==> src/hw/rtl/tns_pkg.sv <==
// Shared types, codes and helpers for the texture nearest sampler.
package tns_pkg;

	localparam int MAX_DIM = 2048;
	localparam int FRAC_BITS = 16;
	localparam int DIM_W = 12;

	typedef enum logic [1:0] {
		KIND_REQ   = 2'd0,
		KIND_COLOR = 2'd1,
		KIND_ERR   = 2'd2
	} kind_t;

	typedef enum logic [1:0] {
		ERR_NONE   = 2'd0,
		ERR_FORMAT = 2'd1,
		ERR_READ   = 2'd2
	} err_t;

	typedef enum logic [2:0] {
		FMT_RGBA8  = 3'd0,
		FMT_ARGB8  = 3'd1,
		FMT_XRGB8  = 3'd2,
		FMT_RGB565 = 3'd3
	} fmt_t;

	typedef enum logic [2:0] {
		REG_ENABLE = 3'd0,
		REG_FORMAT = 3'd1,
		REG_LAYOUT = 3'd2,
		REG_WRAP   = 3'd3,
		REG_WIDTH  = 3'd4,
		REG_HEIGHT = 3'd5,
		REG_PITCH  = 3'd6,
		REG_BASE   = 3'd7
	} reg_t;

	typedef struct packed {
		logic        enable;
		logic [2:0]  format;
		logic        layout;
		logic [1:0]  wrap;
		logic [11:0] width;
		logic [11:0] height;
		logic [31:0] pitch;
		logic [31:0] base;
	} cfg_t;

	typedef struct packed {
		logic [1:0]  kind;
		logic [31:0] addr;
		logic [7:0]  r;
		logic [7:0]  g;
		logic [7:0]  b;
		logic [7:0]  a;
		logic [1:0]  err;
	} res_t;

	// controller to datapath
	typedef struct packed {
		logic load_coord;
		logic scale;
		logic addr_mul;
		logic addr_sum;
		logic gather;
	} cmd_t;

	// datapath to controller
	typedef struct packed {
		logic        last;
		logic [31:0] next_addr;
		logic [31:0] bytes;
	} sts_t;

	function automatic logic [11:0] eff_size(input logic [11:0] s);
		if (s == 12'd0) return 12'd1;
		if (s > 12'(MAX_DIM)) return 12'(MAX_DIM);
		return s;
	endfunction

	// v * 255 / 31, truncated, by reciprocal multiplication
	function automatic logic [7:0] exp5(input logic [4:0] v);
		logic [12:0] x;
		logic [28:0] p;
		x = {v, 8'd0} - {8'd0, v};
		p = 29'(x) * 29'd33826;
		return p[27:20];
	endfunction

	// v * 255 / 63, truncated, by reciprocal multiplication
	function automatic logic [7:0] exp6(input logic [5:0] v);
		logic [13:0] x;
		logic [29:0] p;
		x = {v, 8'd0} - {8'd0, v};
		p = 30'(x) * 30'd16645;
		return p[27:20];
	endfunction

endpackage

==> src/hw/rtl/tns_datapath.sv <==
// Coordinate, address and byte gather datapath of the texture sampler.
module tns_datapath import tns_pkg::*; (
	input  logic        clk,
	input  cfg_t        cfg,
	input  cmd_t        cmd,
	input  logic [31:0] coord_u,
	input  logic [31:0] coord_v,
	input  logic [31:0] read_word,
	output sts_t        sts,
	output logic [31:0] addr
);

	logic [16:0] nu_q, nv_q;
	logic [11:0] tx_q, ty_q, w_q, h_q;
	logic [31:0] rowoff_q, addr_q;
	logic [23:0] morton_q;
	logic [2:0]  left_q, got_q;
	logic [31:0] bytes_q;
	logic [16:0] nu, nv;
	logic [28:0] pu, pv;
	logic [16:0] tu, tv;
	logic [23:0] mort;
	logic [11:0] wm, hm;
	logic [4:0]  pos;
	logic [1:0]  off;
	logic [2:0]  take, room, got;
	logic [31:0] bts;
	logic        bpp2;

	function automatic logic [16:0] norm(input logic [31:0] c, input logic clamp);
		if (!clamp) return {1'b0, c[15:0]};
		if (c[31]) return 17'd0;
		if (c[30:16] != 15'd0 && !(c[30:16] == 15'd1 && c[15:0] == 16'd0)) return 17'h10000;
		return c[16:0];
	endfunction

	assign nu = norm(coord_u, cfg.wrap[0]);
	assign nv = norm(coord_v, cfg.wrap[1]);
	assign pu = nu_q * w_q;
	assign pv = nv_q * h_q;
	assign tu = pu[28:12] >> 4;
	assign tv = pv[28:12] >> 4;
	assign bpp2 = (cfg.format == FMT_RGB565);

	always_comb begin
		mort = '0;
		wm = w_q;
		hm = h_q;
		pos = '0;
		for (int i = 0; i < 12; i++) begin
			if (wm > 12'd1) begin
				mort[pos] = tx_q[i];
				pos = pos + 5'd1;
				wm = wm >> 1;
			end
			if (hm > 12'd1) begin
				mort[pos] = ty_q[i];
				pos = pos + 5'd1;
				hm = hm >> 1;
			end
		end
	end

	always_comb begin
		off = addr_q[1:0];
		room = 3'd4 - {1'b0, off};
		take = (room > left_q) ? left_q : room;
		bts = bytes_q;
		got = got_q;
		for (int k = 0; k < 4; k++) begin
			if (3'(k) < take) begin
				if (got < 3'd4) bts[got[1:0]*8 +: 8] = read_word[(2'(k) + off)*8 +: 8];
				got = got + 3'd1;
			end
		end
	end

	always_ff @(posedge clk) begin
		if (cmd.load_coord) begin
			nu_q <= nu;
			nv_q <= nv;
			w_q <= eff_size(cfg.width);
			h_q <= eff_size(cfg.height);
		end
		if (cmd.scale) begin
			tx_q <= (tu >= {5'd0, w_q}) ? w_q - 12'd1 : tu[11:0];
			ty_q <= (tv >= {5'd0, h_q}) ? h_q - 12'd1 : tv[11:0];
		end
		if (cmd.addr_mul) begin
			rowoff_q <= cfg.pitch * {20'd0, ty_q};
			morton_q <= mort;
		end
		if (cmd.addr_sum) begin
			if (cfg.layout)
				addr_q <= cfg.base + ({8'd0, morton_q} << (bpp2 ? 1 : 2));
			else
				addr_q <= cfg.base + rowoff_q + ({20'd0, tx_q} << (bpp2 ? 1 : 2));
			left_q <= bpp2 ? 3'd2 : 3'd4;
			got_q <= '0;
			bytes_q <= '0;
		end
		if (cmd.gather) begin
			bytes_q <= bts;
			got_q <= got;
			left_q <= left_q - take;
			addr_q <= addr_q + {29'd0, take};
		end
	end

	assign addr = addr_q;
	assign sts.last = (left_q == take);
	assign sts.next_addr = addr_q + {29'd0, take};
	assign sts.bytes = bts;

endmodule

==> src/hw/rtl/tns_ctrl.sv <==
// Sequencing state machine and result register of the texture sampler.
module tns_ctrl import tns_pkg::*; (
	input  logic        clk,
	input  logic        arst_n,
	input  cfg_t        cfg,
	input  logic        in_acc,
	input  logic        mode,
	input  logic        read_failed,
	input  sts_t        sts,
	input  logic [31:0] addr,
	input  logic        out_take,
	output cmd_t        cmd,
	output logic        busy,
	output logic        out_valid,
	output res_t        res
);

	typedef enum logic [2:0] {
		S_IDLE, S_SCALE, S_MUL, S_SUM, S_ISSUE, S_WAIT
	} state_t;

	state_t state_q;
	logic   valid_q;
	res_t   res_q, color;
	logic [15:0] px;

	function automatic res_t mk_res(input logic [1:0] k, input logic [31:0] a,
			input logic [7:0] r, input logic [7:0] g, input logic [7:0] b,
			input logic [7:0] al, input logic [1:0] e);
		res_t x;
		x.kind = k;
		x.addr = a;
		x.r = r;
		x.g = g;
		x.b = b;
		x.a = al;
		x.err = e;
		return x;
	endfunction

	assign px = sts.bytes[15:0];

	always_comb begin
		color = '0;
		color.kind = KIND_COLOR;
		case (cfg.format)
			FMT_RGBA8: begin
				color.r = sts.bytes[7:0]; color.g = sts.bytes[15:8];
				color.b = sts.bytes[23:16]; color.a = sts.bytes[31:24];
			end
			FMT_ARGB8: begin
				color.r = sts.bytes[23:16]; color.g = sts.bytes[15:8];
				color.b = sts.bytes[7:0]; color.a = sts.bytes[31:24];
			end
			FMT_XRGB8: begin
				color.r = sts.bytes[23:16]; color.g = sts.bytes[15:8];
				color.b = sts.bytes[7:0]; color.a = 8'hFF;
			end
			FMT_RGB565: begin
				color.r = exp5(px[15:11]); color.g = exp6(px[10:5]);
				color.b = exp5(px[4:0]); color.a = 8'hFF;
			end
			default: begin
				color.kind = KIND_ERR;
				color.err = ERR_FORMAT;
			end
		endcase
	end

	always_comb begin
		cmd = '0;
		cmd.load_coord = in_acc && !mode;
		cmd.scale = (state_q == S_SCALE);
		cmd.addr_mul = (state_q == S_MUL);
		cmd.addr_sum = (state_q == S_SUM);
		cmd.gather = in_acc && mode && (state_q == S_WAIT) && !read_failed;
	end

	assign busy = (state_q != S_IDLE && state_q != S_WAIT) || valid_q;
	assign out_valid = valid_q;
	assign res = res_q;

	always_ff @(posedge clk or negedge arst_n) begin
		if (!arst_n) begin
			state_q <= S_IDLE;
			valid_q <= 1'b0;
			res_q <= '0;
		end else begin
			if (out_take) valid_q <= 1'b0;
			case (state_q)
				S_SCALE: state_q <= S_MUL;
				S_MUL: state_q <= S_SUM;
				S_SUM: state_q <= S_ISSUE;
				S_ISSUE: begin
					res_q <= mk_res(KIND_REQ, {addr[31:2], 2'b00}, 8'd0, 8'd0, 8'd0, 8'd0,
						ERR_NONE);
					valid_q <= 1'b1;
					state_q <= S_WAIT;
				end
				default: ;
			endcase
			if (in_acc) begin
				if (!mode) begin
					if (!cfg.enable) begin
						res_q <= mk_res(KIND_COLOR, 32'd0, 8'hFF, 8'hFF, 8'hFF, 8'hFF,
							ERR_NONE);
						valid_q <= 1'b1;
						state_q <= S_IDLE;
					end else if (cfg.format > FMT_RGB565) begin
						res_q <= mk_res(KIND_ERR, 32'd0, 8'd0, 8'd0, 8'd0, 8'd0, ERR_FORMAT);
						valid_q <= 1'b1;
						state_q <= S_IDLE;
					end else begin
						state_q <= S_SCALE;
					end
				end else if (state_q == S_WAIT) begin
					valid_q <= 1'b1;
					if (read_failed) begin
						res_q <= mk_res(KIND_ERR, 32'd0, 8'd0, 8'd0, 8'd0, 8'd0, ERR_READ);
						state_q <= S_IDLE;
					end else if (sts.last) begin
						res_q <= color;
						state_q <= S_IDLE;
					end else begin
						res_q <= mk_res(KIND_REQ, {sts.next_addr[31:2], 2'b00}, 8'd0, 8'd0,
							8'd0, 8'd0, ERR_NONE);
					end
				end
			end
		end
	end

endmodule

==> src/hw/rtl/texture_nearest_sampler.sv <==
// Top level of the nearest-neighbor texture sampler.
// From acceptance a sample request runs the coordinate scale multiply,
// pitch multiply, address add and issue states up to its read request; a
// disabled sampler or bad format answers in the cycle after acceptance, as
// does each read response. One item is handled at a time, and the input
// stalls only while the result register is full or the address chain runs.
module texture_nearest_sampler import tns_pkg::*; (
	input  logic         clk,
	input  logic         arst_n,
	input  logic         s_tvalid,
	output logic         s_tready,
	input  logic [103:0] s_tdata,  // coord_u, coord_v, read_word, read_failed, pad
	input  logic         s_tuser,  // mode
	output logic         m_tvalid,
	input  logic         m_tready,
	output logic [71:0]  m_tdata,  // request_address, red, green, blue, alpha, error_code, pad
	output logic [1:0]   m_tuser,  // result_kind
	input  logic         cfg_we,
	input  logic [2:0]   cfg_index,
	input  logic [31:0]  cfg_data
);

	cfg_t cfg_q;
	cmd_t cmd;
	sts_t sts;
	res_t res;
	logic busy, in_acc, out_take;
	logic [31:0] addr;

	always_ff @(posedge clk or negedge arst_n) begin
		if (!arst_n) begin
			cfg_q <= '{enable: 1'b0, format: 3'd0, layout: 1'b0, wrap: 2'd0,
				width: 12'd1, height: 12'd1, pitch: 32'd0, base: 32'd0};
		end else if (cfg_we) begin
			case (reg_t'(cfg_index))
				REG_ENABLE: cfg_q.enable <= cfg_data[0];
				REG_FORMAT: cfg_q.format <= cfg_data[2:0];
				REG_LAYOUT: cfg_q.layout <= cfg_data[0];
				REG_WRAP:   cfg_q.wrap <= cfg_data[1:0];
				REG_WIDTH:  cfg_q.width <= cfg_data[11:0];
				REG_HEIGHT: cfg_q.height <= cfg_data[11:0];
				REG_PITCH:  cfg_q.pitch <= cfg_data;
				REG_BASE:   cfg_q.base <= cfg_data;
				default: ;
			endcase
		end
	end

	assign out_take = m_tvalid && m_tready;
	assign s_tready = !busy;
	assign in_acc = s_tvalid && s_tready;

	tns_datapath u_dp (
		.clk(clk), .cfg(cfg_q), .cmd(cmd),
		.coord_u(s_tdata[31:0]), .coord_v(s_tdata[63:32]),
		.read_word(s_tdata[95:64]), .sts(sts), .addr(addr)
	);

	tns_ctrl u_ctrl (
		.clk(clk), .arst_n(arst_n), .cfg(cfg_q), .in_acc(in_acc),
		.mode(s_tuser), .read_failed(s_tdata[96]), .sts(sts), .addr(addr),
		.out_take(out_take), .cmd(cmd), .busy(busy), .out_valid(m_tvalid),
		.res(res)
	);

	assign m_tuser = res.kind;
	assign m_tdata = {6'd0, res.err, res.a, res.b, res.g, res.r, res.addr};

	a_no_accept_while_full: assert property (@(posedge clk) disable iff (!arst_n)
		(m_tvalid && !m_tready) |-> !s_tready) else $error("accept while result held");
	a_req_aligned: assert property (@(posedge clk) disable iff (!arst_n)
		(m_tvalid && m_tuser == KIND_REQ) |-> (m_tdata[1:0] == 2'b00))
		else $error("unaligned request");
	a_color_no_err: assert property (@(posedge clk) disable iff (!arst_n)
		(m_tvalid && m_tuser == KIND_COLOR) |-> (m_tdata[65:64] == ERR_NONE))
		else $error("color with error code");

endmodule

==> config.mk <==
export PLATFORM = sky130hd
export DESIGN_NAME = texture_nearest_sampler
export DESIGN_NICKNAME = d
export VERILOG_FILES = /design/src/hw/rtl/tns_pkg.sv /design/src/hw/rtl/tns_datapath.sv /design/src/hw/rtl/tns_ctrl.sv /design/src/hw/rtl/texture_nearest_sampler.sv
export SDC_FILE = /design/constraint.sdc
export NUM_CORES = 2
export LEC_CHECK = 0
export BUFFER_PORTS_ARGS = -buffer_cell sky130_fd_sc_hd__buf_2
export CORE_UTILIZATION = 29
export CTS_CLUSTER_DIAMETER = 150
export DETAILED_ROUTE_END_ITERATION = 12
export GPL_ROUTABILITY_DRIVEN = 0
export GPL_TIMING_DRIVEN = 1
export PLACE_DENSITY_LB_ADDON = 0.3
export SYNTH_ARGS = -nofsm -noshare
export SYNTH_HDL_FRONTEND = slang
export SYNTH_SLANG_ARGS = --single-unit
==> constraint.sdc <==
create_clock -name clk -period 30.4 [get_ports clk]
set_input_delay 3.04 -clock clk [delete_from_list [all_inputs] [get_ports clk]]
set_output_delay 3.04 -clock clk [all_outputs]
set_load 0.03 [all_outputs]
; Word level (Yosys, flattened, before mapping)
; Cells that the tools add are included.
[classes]
addsub = 44
n_bitwise = 0
magnitude_cmp = 84
muxes = 234
shift = 14
reduce_logical = 59
n_eq_ne = 19
n_div = 0
multipliers = 6
[op_table]
columns = cell, count
row1 = 24-bit bitwise mux, 23
row2 = 24-bit two-way mux, 23
row3 = 68-bit two-way mux, 8
row4 = 32-bit two-way mux, 13
row5 = 12-bit two-way mux, 32
row6 = "12-bit by 1-bit greater-than comparator with 1-bit output, second input constant", 24
row7 = 17-bit two-way mux, 12
row8 = 5-bit negation with 34-bit output, 4
row9 = "8-bit by 34-bit variable shift with 32-bit output, first input constant", 4
row10 = 8-bit by 34-bit variable part select with 32-bit output, 4
row11 = "5-bit by 6-bit less-than comparator with 1-bit output, second input constant", 22
row12 = 32-bit bitwise mux, 4
row13 = 32-bit one-hot mux with 4 select lines, 1
row14 = 1-bit demux with 5-bit select, 23
row15 = "5-bit by 1-bit greater-or-equal comparator with 1-bit output, second input constant", 22
row16 = 5-bit two-way mux, 22
row17 = "5-bit by 1-bit adder with 5-bit output, second input constant", 21
row18 = 32-bit by 33-bit variable part select with 8-bit output, 3
row19 = 32-bit adder, 3
row20 = 17-bit by 12-bit multiplier with 29-bit output, 2
row21 = "13-bit by 15-bit multiplier with 27-bit output, second input constant", 2
row22 = 1-bit two-way mux, 54
row23 = 3-bit two-way mux, 16
row24 = 1-bit logical AND, 34
row25 = 42 further kinds, 84
[totals]
inputBits = 145
reg_bits = 375
output_inout_bits = 76
mem_bits_ro = 0
latch_bits = 0
mem_bits_rw = 0
memories = 0
word_cells = 489

; Logic depth before layout (Yosys ltp)
[depth]
ltp_word = 52
depth_mapped = 70
ltp_nobuf = 69

; Hierarchy
; From an unflattened synthesis, not the netlist that was laid out.
[hier_totals]
cells_unflattened = 7016
area_unflattened_um2 = 60181.5
[modules_own_cells]
columns = module, seq_area_each_um2, cells_per_inst, area_per_inst_um2, instances
row1 = tns_datapath, 6246.0, 5874, 48270.0, 1
row2 = tns_ctrl, 1801.7, 926, 8277.9, 1
row3 = texture_nearest_sampler, 2379.8, 216, 3633.5, 1

; Least setup slack after synthesis
; No wires, ideal clock.
[synth_path]
path_type = reg-to-reg
from = register u_dp.w_q[11]
to = register u_dp.morton_q[19], data pin
t_arrival_ns = 13.620
period_less_slack_ns = 13.875
setup_slack_ns = 16.525
path_stages_with_launch = 68
n_path_buf = 2
required_ns = 30.144
setup_time_ns = 0.256
path_cell_list = edfxtp_1 or4_1 clkbuf_1 clkbuf_1 nor4_1 inv_1 ha_1 nor3_1 and4_1 nor2_1 ha_1 o41ai_1 o31ai_1 ha_1 nand2_1 a21boi_2 ha_1 nor2_1 [32 not listed] mux2i_1 inv_1 ha_1 nand2_1 o21ai_0 ha_1 nand2_1 o21ai_0 ha_1 mux2i_1 inv_1 ha_1 nand2_1 o21ai_1 inv_1 nor3_1 a221oi_1 a31o_2
[synth_via]
elab_chain_cells = 52
elab_cells_between_ends = 229
classes_between = add/sub (22) / order compare (58) / mux (126) / reduce/logical (23)
[synth_rtl]
columns = element, line_no
row1 = "start, declared", tns_datapath.sv:14  ; logic [11:0] tx_q, ty_q, w_q, h_q;
row2 = "start signal, assigned", tns_datapath.sv:82  ; w_q <= eff_size(cfg.width);
row3 = 12-bit by 1-bit greater-than comparator with 1-bit output, tns_datapath.sv:51  ; if (wm > 12'd1) begin
row4 = 1-bit two-way mux, tns_datapath.sv:51
row5 = 1-bit by 1-bit adder with 2-bit output (tied with other cells), tns_datapath.sv:58  ; pos = pos + 5'd1;
row6 = 5-bit two-way mux / 1-bit logical AND (equally long branches), "tns_datapath.sv:56, tns_datapath.sv:57"
row7 = 5-bit by 1-bit adder with 5-bit output (tied with other cells), tns_datapath.sv:53  ; pos = pos + 5'd1;
row8 = 5-bit two-way mux (tied with other cells), tns_datapath.sv:51
row9 = 5-bit by 1-bit adder with 5-bit output (tied with other cells), tns_datapath.sv:58
row10 = 5-bit two-way mux (tied with other cells), tns_datapath.sv:56  ; if (hm > 12'd1) begin
row11 = [37 not listed], --
row12 = 5-bit two-way mux (tied with other cells), tns_datapath.sv:51
row13 = 5-bit by 6-bit less-than comparator with 1-bit output (implied by the code) (tied with other cells), tns_datapath.sv:57  ; mort[pos] = ty_q[i];
row14 = 1-bit logical AND (implied by the code) (tied with other cells), tns_datapath.sv:57
row15 = 1-bit two-way mux (implied by the code) / 24-bit bitwise mux (equally long branches), "tns_datapath.sv:57, tns_datapath.sv:52"
row16 = 1-bit demux with 5-bit select / 24-bit two-way mux (equally long branches), --
row17 = 24-bit bitwise mux, tns_datapath.sv:57
row18 = 24-bit two-way mux (*), tns_datapath.sv:56
row19 = via u_dp.mort[19], tns_datapath.sv:22  ; logic [23:0] mort;
row20 = "end signal, assigned", tns_datapath.sv:91  ; morton_q <= mort;
row21 = "end, declared", tns_datapath.sv:16  ; logic [23:0] morton_q;
; Mark *: on every way through the listed nets, which the timed path passes. The rest lies on a longest branch.
; A chain may end at the register's enable or synchronous reset.

; Worst setup path after layout
[layout_path]
from = register u_dp.w_q[10]
to = register u_dp.morton_q[8], data pin
; Same word-level chain as after synthesis.

==> flow_metrics.env <==
export IMPL_yosys_area_top_type_share_pct=19.7
export IMPL_drc=0
export IMPL_die_h_microns=453
export IMPL_cp_required_ps=30840
export IMPL_crit_path_start_kind="flip-flop"
export IMPL_cts_clk_slew_worst_paths_ps=60
export IMPL_cts_setup_buffers=0
export IMPL_synth_async_reset_ratio_pct=44.5
export IMPL_max_stage_delay_ps=930
export IMPL_end_kind="flip-flop"
export IMPL_status="completed"
export IMPL_crit_fanout=25
export IMPL_fin_skew_ps=34.9
export IMPL_critPathSlowestCell="nor4_1"
export IMPL_dp_hpwl_microns=147000
export IMPL_grtUsageTotal_pct=18.2
export IMPL_clock_sinks=375
export IMPL_ys_top_cells_by_area="fa_1, ha_1, edfxtp_1"
export IMPL_grt_pass1_vias=50700
export IMPL_hold_violations=0
export IMPL_final_common_cell="nand2_1"
export IMPL_synth_ff_type="edfxtp_1"
export IMPL_worstMarginPinSlew_ps=1220
export IMPL_gr_total_overflow=0
export IMPL_fmax_mhz=56.0
export IMPL_drive_gt1_share_pct=8.72
export IMPL_hold_path_class="flip-flop to flip-flop"
export IMPL_viasPerCell=5.22
export IMPL_yosysWarnings=0
export IMPL_crit_top_cell="ha_1"
export IMPL_ctsResizeCount=0
export IMPL_synth_top_area_cell="fa_1"
export IMPL_fin_setup_tns_ps=0
export IMPL_drtAntennaViolNets=0
export IMPL_finalSetupViolCount=0
export IMPL_io_buffers=207
export IMPL_r2r_start="u_dp.w_q[10]"
export IMPL_synth_cell_type_count=102
export IMPL_antenna_found_initial=14
export IMPL_synth_edf_count=208
export IMPL_core_area_sq_um=202000
export IMPL_ys_ff_latch=375
export IMPL_cts_root_buf="clkbuf_16"
export IMPL_critical_path_class="flip-flop to flip-flop"
export IMPL_final_cells=9638
export IMPL_n_fill_cell=21200
export IMPL_arrival_ps=18300
export IMPL_rows=165
export IMPL_syn_area_sq_um=59100
export IMPL_vias=50300
export IMPL_cts_tree="done"
export IMPL_rsz0062_at_grt="no"
export IMPL_first_iter_violations=3904
export IMPL_synth_cells=6900
export IMPL_ios=221
export IMPL_final_cell_mix="nand2_1, inv_1, fa_1"
export IMPL_die_area_sq_um=205000
export IMPL_h_tree_depth=2
export IMPL_hold_buffers=0
export IMPL_fin_ws_ps=12530
export IMPL_drt_wl_total_microns=188000
export IMPL_min_period_ps=17870
export IMPL_dpl_cell_count=9531
export IMPL_start_util_pct=29.2
export IMPL_fin_nets=8211
export IMPL_cap_viol_max_count=0
export IMPL_synth_seq_area_share_pct=17.7
export IMPL_cts_path_max_buffers=3
export IMPL_grt_first_pass_wirelength_microns=296000
export IMPL_crit_start="u_dp.w_q[10]"
export IMPL_cts_buffers_inserted=50
export IMPL_synth_avg_cell_area_sq_um=8.56
export IMPL_wl_per_cell_microns=19.5
export IMPL_min_delay_start="u_ctrl.res[34]"
export IMPL_dp_slack_ps=12940
export IMPL_first_pass_iters=6
export IMPL_finalCritPeriodShare_pct=58.8
export IMPL_chipWidth_microns=453
export IMPL_relSlewSlack_pct=18.4
export IMPL_area_growth_pct=9.39
export IMPL_clkLatencyLatePin_ps=700
export IMPL_drv_slew=0
export IMPL_grt_max_degree=66
[per-stage QoR]
| stage | instance area (sq um) | utilization [%] | hold slack [ps] |
|---|---|---|---|
| floorplan | 59100 | - | 480 |
| global placement | 62900 | 31.1 | 467 |
| detailed placement | 62900 | 31.1 | 475 |
| CTS | 64600 | 31.9 | 488 |
| global route | 64600 | 31.9 | 505 |
| finish | 64600 | 31.9 | 490 |
[worst paths after layout]
path,endpoint,slack [ps],cells after the start
min in group asynchronous,u_ctrl.res[35],2280,1
setup / recovery,u_dp.morton_q[8],12530,60
max in group asynchronous,u_ctrl.res[16],26740,2
hold reg to reg,u_ctrl.res[34],490,1
setup reg to reg,u_dp.morton_q[8],12530,60
hold / removal,u_ctrl.res[34],490,1
[registers in the layout (all words and copies together) (netlist names)]
register          count
u_ctrl.out_valid      1
u_ctrl.state_q        3
cfg_q                95
u_dp.bytes_q         32
u_dp.got_q            3
u_dp.rowoff_q        32
u_dp.h_q             12
u_dp.left_q           3
u_dp.nv_q            17
u_ctrl.res           68
u_dp.w_q             12
u_dp.ty_q            12
u_dp.nu_q            17
u_dp.addr            32
u_dp.tx_q            12
u_dp.morton_q        24
[worst max-delay path, delay by kind of cell, from the launching register on]
kind	cells	cell delay (ps)
and+or+nand+nor	15	3760
buffers and inverters	6	1020
xor gates and xnor gates	1	820
AOI/OAI and AO/OA	18	4100
muxes	3	990
adders and majority gates	17	6190
DFF	1	710
[per-layer routing]
metal  wire length [microns]  vias to the layer above  global-route usage [%]
li1                        -                    23500                       -
met1                   84400                    24800                    24.6
met2                   85800                     1680                    29.5
met3                   10500                      343                    2.13
met4                    7610                        4                    7.08
met5                      29                        -                       0
[synth_stat cells (63+ instances only)]
cell type	count
dfrtp_1	165
fa_1	580
nor3_1	185
mux2i_1	157
mux2_2	154
nand3_1	150
clkbuf_1	299
o22ai_1	97
xnor2_1	219
inv_1	776
xor2_1	63
and2_1	319
nor2b_1	64
o21ai_0	213
edfxtp_1	208
ha_1	575
nand2_1	988
nor2_1	430
a21oi_1	322
[logic make-up after synthesis]
kind of cell               share of synthesized area [%]
and+or+nand+nor                                     19.1
AOI/OAI and AO/OA                                   13.5
adders and majority gates                           31.9
buffers and inverters                               7.20
DFF                                                 17.7
muxes                                               5.62
xor gates and xnor gates                            5.10
other                                            0.00635
[final cells by class]
cell class	count	area, sq um	area share, %
sequential	375	10400	16.1
timing repair buffer	294	1700	2.63
multi-input combinational	5407	44500	68.9
antenna	13	32.5	0.0504
tap	2672	3340	5.17
clock buffer	70	1430	2.21
clock inverter	24	254	0.393
inverter	783	2940	4.55
Power is left out: the tool's default activity adds up to more than one toggle a clock period on the data nets, which glitch-free logic cannot reach.
